[src/hrfam_pkg.sv]
// hrfam_pkg: shared types and constants for the hv rail fine adjust monitor
`timescale 1ns / 1ps
package hrfam_pkg;

  localparam int unsigned MAX_FINE_STEPS_DEF = 20;
  localparam int unsigned TIMER_BITS_DEF     = 16;

  localparam int unsigned MEAS_W = 15;
  localparam int unsigned CODE_W = 8;
  localparam int unsigned CFG_W  = 16;
  localparam int unsigned IDX_W  = 3;
  localparam int unsigned STEP_W = 8;

  localparam logic [CODE_W-1:0] POS_CLAMP_LO = 8'd137;
  localparam logic [CODE_W-1:0] POS_CLAMP_HI = 8'd208;
  localparam logic [CODE_W-1:0] NEG_CLAMP_LO = 8'd72;
  localparam logic [CODE_W-1:0] NEG_CLAMP_HI = 8'd245;
  localparam logic [MEAS_W:0]   DROOP_MARGIN = 16'd150;

  typedef enum logic [IDX_W-1:0] {
    REG_POS_WIN_LO  = 3'd0,
    REG_POS_WIN_HI  = 3'd1,
    REG_NEG_WIN_LO  = 3'd2,
    REG_NEG_WIN_HI  = 3'd3,
    REG_POS_TARGET  = 3'd4,
    REG_NEG_TARGET  = 3'd5,
    REG_TOLERANCE   = 3'd6,
    REG_WAIT_TIMEOUT = 3'd7
  } reg_idx_e;

  typedef struct packed {
    logic [MEAS_W-1:0] pos_window_low;
    logic [MEAS_W-1:0] pos_window_high;
    logic [MEAS_W-1:0] neg_window_low;
    logic [MEAS_W-1:0] neg_window_high;
    logic [MEAS_W-1:0] pos_target;
    logic [MEAS_W-1:0] neg_target;
    logic [MEAS_W-1:0] tolerance;
    logic [CFG_W-1:0]  wait_timeout;
  } cfg_t;

  typedef struct packed {
    logic              cmd;
    logic [MEAS_W-1:0] vpp2_meas;
    logic [MEAS_W-1:0] vnn2_meas;
    logic [MEAS_W-1:0] vpp1_meas;
    logic [MEAS_W-1:0] vnn1_meas;
    logic [CODE_W-1:0] init_pos_code;
    logic [CODE_W-1:0] init_neg_code;
  } in_item_t;

  typedef struct packed {
    logic              dac_write;
    logic [CODE_W-1:0] pos_code;
    logic [CODE_W-1:0] neg_code;
    logic              adjust_done;
    logic              overvoltage_fault;
    logic              droop_fault;
    logic              shutdown;
    logic              waiting;
    logic              fine_active;
    logic              monitoring;
  } out_item_t;

endpackage

[src/hrfam_cfg_regs.sv]
// hrfam_cfg_regs: configuration register file with plain write port
`timescale 1ns / 1ps
module hrfam_cfg_regs (
  input  logic                            clk_i,
  input  logic                            rst_ni,
  input  logic                            cfg_we_i,
  input  logic [hrfam_pkg::IDX_W-1:0]     cfg_idx_i,
  input  logic [hrfam_pkg::CFG_W-1:0]     cfg_wdata_i,
  output hrfam_pkg::cfg_t                 cfg_o
);

  hrfam_pkg::cfg_t cfg_q, cfg_d;
  logic [hrfam_pkg::MEAS_W-1:0] v15;

  assign v15 = cfg_wdata_i[hrfam_pkg::MEAS_W-1:0];

  always_comb begin
    cfg_d = cfg_q;
    if (cfg_we_i) begin
      unique case (hrfam_pkg::reg_idx_e'(cfg_idx_i))
        hrfam_pkg::REG_POS_WIN_LO:   cfg_d.pos_window_low  = v15;
        hrfam_pkg::REG_POS_WIN_HI:   cfg_d.pos_window_high = v15;
        hrfam_pkg::REG_NEG_WIN_LO:   cfg_d.neg_window_low  = v15;
        hrfam_pkg::REG_NEG_WIN_HI:   cfg_d.neg_window_high = v15;
        hrfam_pkg::REG_POS_TARGET:   cfg_d.pos_target      = v15;
        hrfam_pkg::REG_NEG_TARGET:   cfg_d.neg_target      = v15;
        hrfam_pkg::REG_TOLERANCE:    cfg_d.tolerance       = v15;
        hrfam_pkg::REG_WAIT_TIMEOUT: cfg_d.wait_timeout    = cfg_wdata_i;
        default: ;
      endcase
    end
  end

  always_ff @(posedge clk_i or negedge rst_ni) begin
    if (!rst_ni) begin
      cfg_q.pos_window_low  <= '0;
      cfg_q.pos_window_high <= '1;
      cfg_q.neg_window_low  <= '0;
      cfg_q.neg_window_high <= '1;
      cfg_q.pos_target      <= '0;
      cfg_q.neg_target      <= '0;
      cfg_q.tolerance       <= 15'd10;
      cfg_q.wait_timeout    <= 16'd100;
    end else begin
      cfg_q <= cfg_d;
    end
  end

  assign cfg_o = cfg_q;

endmodule

[src/hrfam_core.sv]
// hrfam_core: adjust and monitor state with the per-tick update logic
`timescale 1ns / 1ps
module hrfam_core #(
  parameter int unsigned MAX_FINE_STEPS = hrfam_pkg::MAX_FINE_STEPS_DEF,
  parameter int unsigned TIMER_BITS     = hrfam_pkg::TIMER_BITS_DEF
) (
  input  logic                  clk_i,
  input  logic                  rst_ni,
  input  logic                  step_i,
  input  hrfam_pkg::cfg_t       cfg_i,
  input  hrfam_pkg::in_item_t   item_i,
  output hrfam_pkg::out_item_t  res_o
);

  localparam int unsigned CW = (TIMER_BITS > hrfam_pkg::CFG_W) ? TIMER_BITS : hrfam_pkg::CFG_W;
  localparam int unsigned MW = hrfam_pkg::MEAS_W;
  localparam int unsigned KW = hrfam_pkg::CODE_W;
  localparam int unsigned SW = hrfam_pkg::STEP_W;

  logic                  wait_q, wait_d, fine_q, fine_d, mon_q, mon_d;
  logic [TIMER_BITS-1:0] wt_q, wt_d;
  logic [SW-1:0]         sc_q, sc_d;
  logic [KW-1:0]         pos_q, pos_d, neg_q, neg_d;

  logic [KW-1:0]         pos0, neg0;
  logic [TIMER_BITS-1:0] wt0, wt1;
  logic                  wf0, wf1, ff1, mf1;
  logic                  in_win, timed_out, wait_end, fin, wrote, ov, droop;
  logic [SW-1:0]         sc1, sc2;
  logic [MW-1:0]         adp, adn;
  logic                  pos_on, neg_on, pos_off, neg_off;

  function automatic logic [KW-1:0] step_code(input logic [KW-1:0] code, input logic up,
                                              input logic [KW-1:0] lo, input logic [KW-1:0] hi);
    logic [KW:0] inc;
    begin
      inc = {1'b0, code} + {{KW{1'b0}}, 1'b1};
      if (up) begin
        step_code = (inc >= {1'b0, hi}) ? hi : inc[KW-1:0];
      end else begin
        step_code = ({1'b0, code} <= {1'b0, lo} + {{KW{1'b0}}, 1'b1}) ? lo : code - 1'b1;
      end
    end
  endfunction

  always_comb begin
    pos0 = item_i.cmd ? item_i.init_pos_code : pos_q;
    neg0 = item_i.cmd ? item_i.init_neg_code : neg_q;
    wt0  = item_i.cmd ? '0 : wt_q;
    wf0  = item_i.cmd | wait_q;

    // wait phase
    in_win = (item_i.vpp2_meas >= cfg_i.pos_window_low)
          && (item_i.vpp2_meas <= cfg_i.pos_window_high)
          && (item_i.vnn2_meas >= cfg_i.neg_window_low)
          && (item_i.vnn2_meas <= cfg_i.neg_window_high);
    timed_out = CW'(wt0) > CW'(cfg_i.wait_timeout);
    wait_end  = wf0 & (timed_out | in_win);
    wf1 = wf0 & ~wait_end;
    ff1 = fine_q | wait_end;
    sc1 = wait_end ? '0 : sc_q;

    // fine phase
    sc2 = (ff1 && sc1 != '1) ? sc1 + 1'b1 : sc1;
    adp = (item_i.vpp2_meas >= cfg_i.pos_target) ? item_i.vpp2_meas - cfg_i.pos_target
                                                 : cfg_i.pos_target - item_i.vpp2_meas;
    adn = (item_i.vnn2_meas >= cfg_i.neg_target) ? item_i.vnn2_meas - cfg_i.neg_target
                                                 : cfg_i.neg_target - item_i.vnn2_meas;
    pos_on  = adp < cfg_i.tolerance;
    neg_on  = adn < cfg_i.tolerance;
    pos_off = adp > cfg_i.tolerance;
    neg_off = adn > cfg_i.tolerance;
    fin   = ff1 & ((sc2 >= SW'(MAX_FINE_STEPS)) | (pos_on & neg_on));
    wrote = ff1 & ~fin;
    sc_d  = fin ? '0 : sc2;
    wt1   = fin ? '0 : wt0;
    fine_d = ff1 & ~fin;
    mf1   = mon_q | fin;
    pos_d = (wrote && pos_off)
          ? step_code(pos0, item_i.vpp2_meas > cfg_i.pos_target,
                      hrfam_pkg::POS_CLAMP_LO, hrfam_pkg::POS_CLAMP_HI)
          : pos0;
    neg_d = (wrote && neg_off)
          ? step_code(neg0, item_i.vnn2_meas > cfg_i.neg_target,
                      hrfam_pkg::NEG_CLAMP_LO, hrfam_pkg::NEG_CLAMP_HI)
          : neg0;

    // monitor phase
    ov = mf1 & ((item_i.vpp2_meas >= cfg_i.pos_window_high)
             | (item_i.vnn2_meas >= cfg_i.neg_window_high));
    droop = mf1 & (({1'b0, item_i.vpp1_meas} + hrfam_pkg::DROOP_MARGIN < {1'b0, item_i.vpp2_meas})
                 | ({1'b0, item_i.vnn1_meas} + hrfam_pkg::DROOP_MARGIN < {1'b0, item_i.vnn2_meas}));
    mon_d = mf1 & ~(ov | droop);

    wait_d = wf1;
    wt_d   = (wf1 && wt1 != '1) ? wt1 + 1'b1 : wt1;

    res_o.dac_write         = wrote;
    res_o.pos_code          = pos_d;
    res_o.neg_code          = neg_d;
    res_o.adjust_done       = fin;
    res_o.overvoltage_fault = ov;
    res_o.droop_fault       = droop;
    res_o.shutdown          = ov | droop;
    res_o.waiting           = wait_d;
    res_o.fine_active       = fine_d;
    res_o.monitoring        = mon_d;
  end

  always_ff @(posedge clk_i or negedge rst_ni) begin
    if (!rst_ni) begin
      wait_q <= 1'b0;
      fine_q <= 1'b0;
      mon_q  <= 1'b0;
      wt_q   <= '0;
      sc_q   <= '0;
      pos_q  <= hrfam_pkg::POS_CLAMP_LO;
      neg_q  <= hrfam_pkg::NEG_CLAMP_LO;
    end else if (step_i) begin
      wait_q <= wait_d;
      fine_q <= fine_d;
      mon_q  <= mon_d;
      wt_q   <= wt_d;
      sc_q   <= sc_d;
      pos_q  <= pos_d;
      neg_q  <= neg_d;
    end
  end

endmodule

[src/hv_rail_fine_adjust_monitor_top.sv]
// registers: accepted requests go to the input register, results to the result register
// throughput: one request per cycle while the output is not stalled; the per-tick update
// is a single pass of compare and step logic between the input register and the result register
// reset: asynchronous, active low; clears flags, counters and pipeline valids,
// sets dac codes to 137 and 72 and the configuration registers to their defaults
`timescale 1ns / 1ps
module hv_rail_fine_adjust_monitor_top #(
  parameter int unsigned MAX_FINE_STEPS = hrfam_pkg::MAX_FINE_STEPS_DEF,
  parameter int unsigned TIMER_BITS     = hrfam_pkg::TIMER_BITS_DEF
) (
  input  logic                          clk_i,
  input  logic                          rst_ni,
  input  logic                          cfg_we_i,
  input  logic [hrfam_pkg::IDX_W-1:0]   cfg_idx_i,
  input  logic [hrfam_pkg::CFG_W-1:0]   cfg_wdata_i,
  input  logic                          in_valid_i,
  output logic                          in_ready_o,
  input  hrfam_pkg::in_item_t           in_data_i,
  output logic                          out_valid_o,
  input  logic                          out_ready_i,
  output hrfam_pkg::out_item_t          out_data_o
);

  hrfam_pkg::cfg_t      cfg;
  hrfam_pkg::in_item_t  in_q;
  hrfam_pkg::out_item_t res, out_q;
  logic                 in_vld_q, out_vld_q;
  logic                 s2_ready, s1_ready, step;

  assign s2_ready   = ~out_vld_q | out_ready_i;
  assign step       = in_vld_q & s2_ready;
  assign s1_ready   = ~in_vld_q | s2_ready;
  assign in_ready_o = s1_ready;

  hrfam_cfg_regs u_cfg (
    .clk_i       (clk_i),
    .rst_ni      (rst_ni),
    .cfg_we_i    (cfg_we_i),
    .cfg_idx_i   (cfg_idx_i),
    .cfg_wdata_i (cfg_wdata_i),
    .cfg_o       (cfg)
  );

  hrfam_core #(
    .MAX_FINE_STEPS (MAX_FINE_STEPS),
    .TIMER_BITS     (TIMER_BITS)
  ) u_core (
    .clk_i  (clk_i),
    .rst_ni (rst_ni),
    .step_i (step),
    .cfg_i  (cfg),
    .item_i (in_q),
    .res_o  (res)
  );

  always_ff @(posedge clk_i or negedge rst_ni) begin
    if (!rst_ni) begin
      in_vld_q  <= 1'b0;
      out_vld_q <= 1'b0;
    end else begin
      if (s1_ready) begin
        in_vld_q <= in_valid_i;
      end
      if (s2_ready) begin
        out_vld_q <= in_vld_q;
      end
    end
  end

  always_ff @(posedge clk_i) begin
    if (s1_ready && in_valid_i) begin
      in_q <= in_data_i;
    end
    if (step) begin
      out_q <= res;
    end
  end

  assign out_valid_o = out_vld_q;
  assign out_data_o  = out_q;

endmodule

[config.mk]
export PLATFORM = sky130hd
export DESIGN_NAME = hv_rail_fine_adjust_monitor_top
export DESIGN_NICKNAME = d
export VERILOG_FILES = /design/src/hrfam_pkg.sv /design/src/hrfam_cfg_regs.sv /design/src/hrfam_core.sv /design/src/hv_rail_fine_adjust_monitor_top.sv
export SDC_FILE = /design/constraint.sdc
export NUM_CORES = 1
export LEC_CHECK = 0
export BUFFER_PORTS_ARGS = -buffer_cell sky130_fd_sc_hd__buf_2
export CAP_MARGIN = 20
export CORE_AREA = 2 2 193 195
export DETAILED_ROUTE_END_ITERATION = 8
export DIE_AREA = 0 0 195 197
export PLACE_DENSITY = 0.67
export SKIP_CTS_REPAIR_TIMING = 1
export SLEW_MARGIN = 40
export SYNTH_ARGS = -nofsm -noshare
export SYNTH_HDL_FRONTEND = slang
export SYNTH_SLANG_ARGS = --single-unit
[constraint.sdc]
create_clock -name clk_i -period 8.6 [get_ports clk_i]
set_clock_uncertainty 0.1 [all_clocks]
set_input_delay 0.43 -clock clk_i [delete_from_list [all_inputs] [get_ports clk_i]]
set_output_delay 0.43 -clock clk_i [all_outputs]
set_load 0.02 [all_outputs]
==> metrics.csv <==
stage,metric,value,unit
clocking,htreeDepth,1,
pwr,power_frac_seq,0.342,
layout,antennaDiodeCount,0,
sta,worst_pin_slew,0.757,ns
synthesis,synth_cells,1815,
floorplan,io_pins,127,
grt,grt_pass1_wl,73.6,mm
grt,met3_usage,0.0339,
sta,finalCritPeriodShare,0.913,
synthesis,synth_warnings,0,
sta,hold_viol_final,0,
synthesis,synth-edff-count,100,
pwr,power.switching,1.87,mW
clocking,ctsLongestPathBuffers,3,
layout,fillCellCount,3206,
critical_path,regToRegSetupSlack,0.75,ns
layout,drive_gt1_frac,0.183,
clocking,numCtsBuffers,30,
clocking,clkLatencyLatePin,0.58,ns
pwr,p_int,3.22,mW
drt,routed_via_density,5.65,
layout,final_cells,2503,
floorplan,die_x,195,um
drt,wl_per_cell,18.6,um
critical_path,cp_common_cell,ha_1,
sta,fin_crit,7.85,ns
drt,drc,0,
sta,whs,0.0141,ns
critical_path,reg2reg_depth,28,
critical_path,regToRegEndpoint,u_core.wt_q[14]$_DFFE_PN0P_,
critical_path,worstPathMaxFanout,20,
grt,overflow,0,
pwr,powerDensity,244,nW/um2
floorplan,rows,70,
critical_path,crit_arrival,8.23,ns
grt,grt_max_degree,65,
layout,syn2layout_area_growth,16.0,%
floorplan,core-area,36300,um2
placed_design,gp_congestion,0.908,
clocking,cts_tree,yes,
drt,wl,46.5,mm
layout,final_util,0.574,
critical_path,worst-setup-path-type,reg -> reg,
grt,grt_antenna_before_repair,3,
sta,worst_slack,0.752,ns
pwr,clkPwrFrac,0.257,
drt,num_vias,14100,
critical_path,critPathLaunch,in_q[70]$_DFFE_PP_,
floorplan,initial_core_util,0.495,
sta,setup-violations-final,0,
clocking,cts.sinks,266,
clocking,clk_pin_slew,0.06,ns
drt,drtIter0Drc,825,
synthesis,synth-seq-cells,266,
critical_path,endpoint,u_core.wt_q[14]$_DFFE_PN0P_,
pwr,power,5.09,mW
sta,drv_slew,0,
synthesis,synthDistinctLibCells,99,
sta,rsz0062_at_grt,no,
run_status,status,finished clean,
grt,grt-busiest-layer,met2,
pwr,switching_share,0.367,
grt,grt_pass1_vias,13700,
critical_path,r2r-start,in_q[70]$_DFFE_PP_,
grt,track_usage,0.242,
pwr,ir_drop,169,uV
pwr,p_comb_frac,0.401,
critical_path,end_kind,register,
critical_path,max_stage_delay,0.66,ns
placed_design,place_inst,2367,
synthesis,postSynth.asyncResetShare,0.624,
critical_path,worstPathRequired,8.99,ns
worst_hold_path,hold_depth,2,
drt,first_pass_iters,5,
sta,timing.fmax,0.127,GHz
floorplan,die_y,197,um
synthesis,syn_nets,2123,
pwr,p_leak,9.33,nW
critical_path,crit_buf_inv,2,
layout,design_area,20800,um2
floorplan,dieArea,38400,um2
placed_design,post_dp_cell_area,19000,um2
critical_path,critical_path_depth,28,
placed_design,hpwl,34.5,mm
sta,fin_tns_setup,0,ns
sta,maxSlewHeadroom,0.489,
synthesis,synth-main-ff-cell,dfrtp_1,
synthesis,syn_area,17900,um2
grt,grt_use_met1,0.332,
grt,grt_use_met2,0.403,
critical_path,critical_path.top_delay_family,simple AND/OR/NAND/NOR gates,
synthesis,seq_area_frac_synth,0.402,
worst_hold_path,hp-class,in -> reg,
placed_design,dp_slack,0.876,ns
synthesis,avgSynthCellArea,9.88,um2
layout,nets,2319,
critical_path,cpMaxStageDelayCell,o41ai_4,
placed_design,numPortBuffers,126,
clocking,cts_root_buf,clkbuf_16,
drt,ant_nets,0,
critical_path,startpoint_type,register,
flow_run,cap_violations,0,
metal layers:
layer  wire, um  up-vias  share of wire
met3       2260       78          0.049
met4       1380        4          0.030
met5         26        -        0.00056
li1           -     6907              -
met1      21100     6802           0.46
met2      21700      357           0.47
area by class of cell:
class | count | area [um2] | area share
timing repair buffer | 223 | 1570 | 0.0753
inverter | 189 | 709 | 0.0341
tap | 468 | 586 | 0.0281
sequential | 266 | 7210 | 0.346
clock buffer | 47 | 897 | 0.0431
clock inverter | 9 | 96.3 | 0.00463
multi-input combinational | 1301 | 9750 | 0.468
power groups by stage:
stage / Combinational, mW / Clock [mW] / Sequential, mW
2_1_floorplan: 1.48 / 0 / 1.75
3_3_place_gp: 1.94 / 0 / 1.75
3_5_place_dp: 1.99 / 0 / 1.76
4_1_cts: 2.00 / 1.33 / 1.74
5_1_grt: 2.29 / 1.38 / 1.77
6_report: 2.04 / 1.31 / 1.74
state kept, by name (all words and copies together) (netlist names):
register,cells
u_core.mon_q,1
out_data_o,23
u_core.sc_q,8
u_core.fine_q,1
u_cfg.cfg_o,121
u_core.pos_q,8
out_valid_o,1
u_core.wt_q,16
u_core.wait_q,1
in_vld_q,1
in_q,77
u_core.neg_q,8
cells by family after synthesis:
logic type,after synthesis,share of synthesized area
XOR/XNOR,53,0.0259
adder cells (fa/ha/maj),207,0.146
buffers and inverters,248,0.0561
flip-flops,266,0.402
multiplexers,113,0.0711
AND/OR/NAND/NOR,472,0.135
AO/OA/AOI/OAI,456,0.164
worst min-delay path by stage:
stage	from	to	slack, ns
final	cfg_wdata_i[15]	u_cfg.cfg_o[15]$_DFFE_PN0P_	0.01
after global routing	cfg_wdata_i[15]	u_cfg.cfg_o[15]$_DFFE_PN0P_	0.004
after CTS	rst_ni	out_valid_o$_DFFE_PN0P_	-0.31
after detailed placement	rst_ni	out_valid_o$_DFFE_PN0P_	0.31
after global placement	rst_ni	out_valid_o$_DFFE_PN0P_	0.30
after floorplan	rst_ni	in_vld_q$_DFFE_PN0N_	0.03
synthesized netlist by cell type, types with 5 or more instances:
master	n	area share
ha_1	203	0.14
inv_1	186	0.039
nand2_1	142	0.030
o21ai_0	130	0.036
dfrtp_1	126	0.18
a21oi_1	114	0.032
edfxtp_1	100	0.17
mux2_2	87	0.055
nor2_1	76	0.016
nand3_1	53	0.015
dfstp_2	40	0.059
clkbuf_1	38	0.0080
xnor2_1	37	0.018
a21o_1	35	0.015
nor3_1	34	0.0095
nor2b_1	33	0.012
nand4_1	28	0.0098
and3_1	21	0.0073
o21ai_1	20	0.0056
mux2i_1	18	0.010
a211oi_1	16	0.0067
xor2_1	16	0.0078
a31oi_1	15	0.0052
and2_1	15	0.0052
nand2b_1	14	0.0049
o21bai_1	12	0.0050
o211ai_1	11	0.0046
buf_2	9	0.0025
o21a_1	9	0.0038
o22ai_1	8	0.0028
o31ai_1	8	0.0033
a21boi_0	7	0.0029
a311oi_1	7	0.0034
or2_2	7	0.0024
a221oi_1	6	0.0029
and4_1	6	0.0029
buf_6	6	0.0038
buf_4	5	0.0021
or3_1	5	0.0017
cell usage in the layout (no fill, tap or decap), drive strengths merged, types with 13 or more instances in the layout:
master,synthesis,routed
mux2i,22,22
o21ai,150,150
edfxtp,100,100
clkbuf,38,47
and2,15,15
xnor2,37,37
a211oi,19,19
a31oi,15,15
nor2b,34,34
dfstp,40,40
buf,21,144
nor2,79,79
and3,23,23
a21oi,116,116
nand2,144,144
xor2,16,16
nand2b,14,14
inv,188,189
dfrtp,126,126
nand4,28,28
nand3,55,55
ha,203,203
o21bai,13,13
nor3,34,34
mux2,91,91
a21o,35,35
dlygate4sd3,0,79
Note: power is estimated with default switching activity, not from simulation.
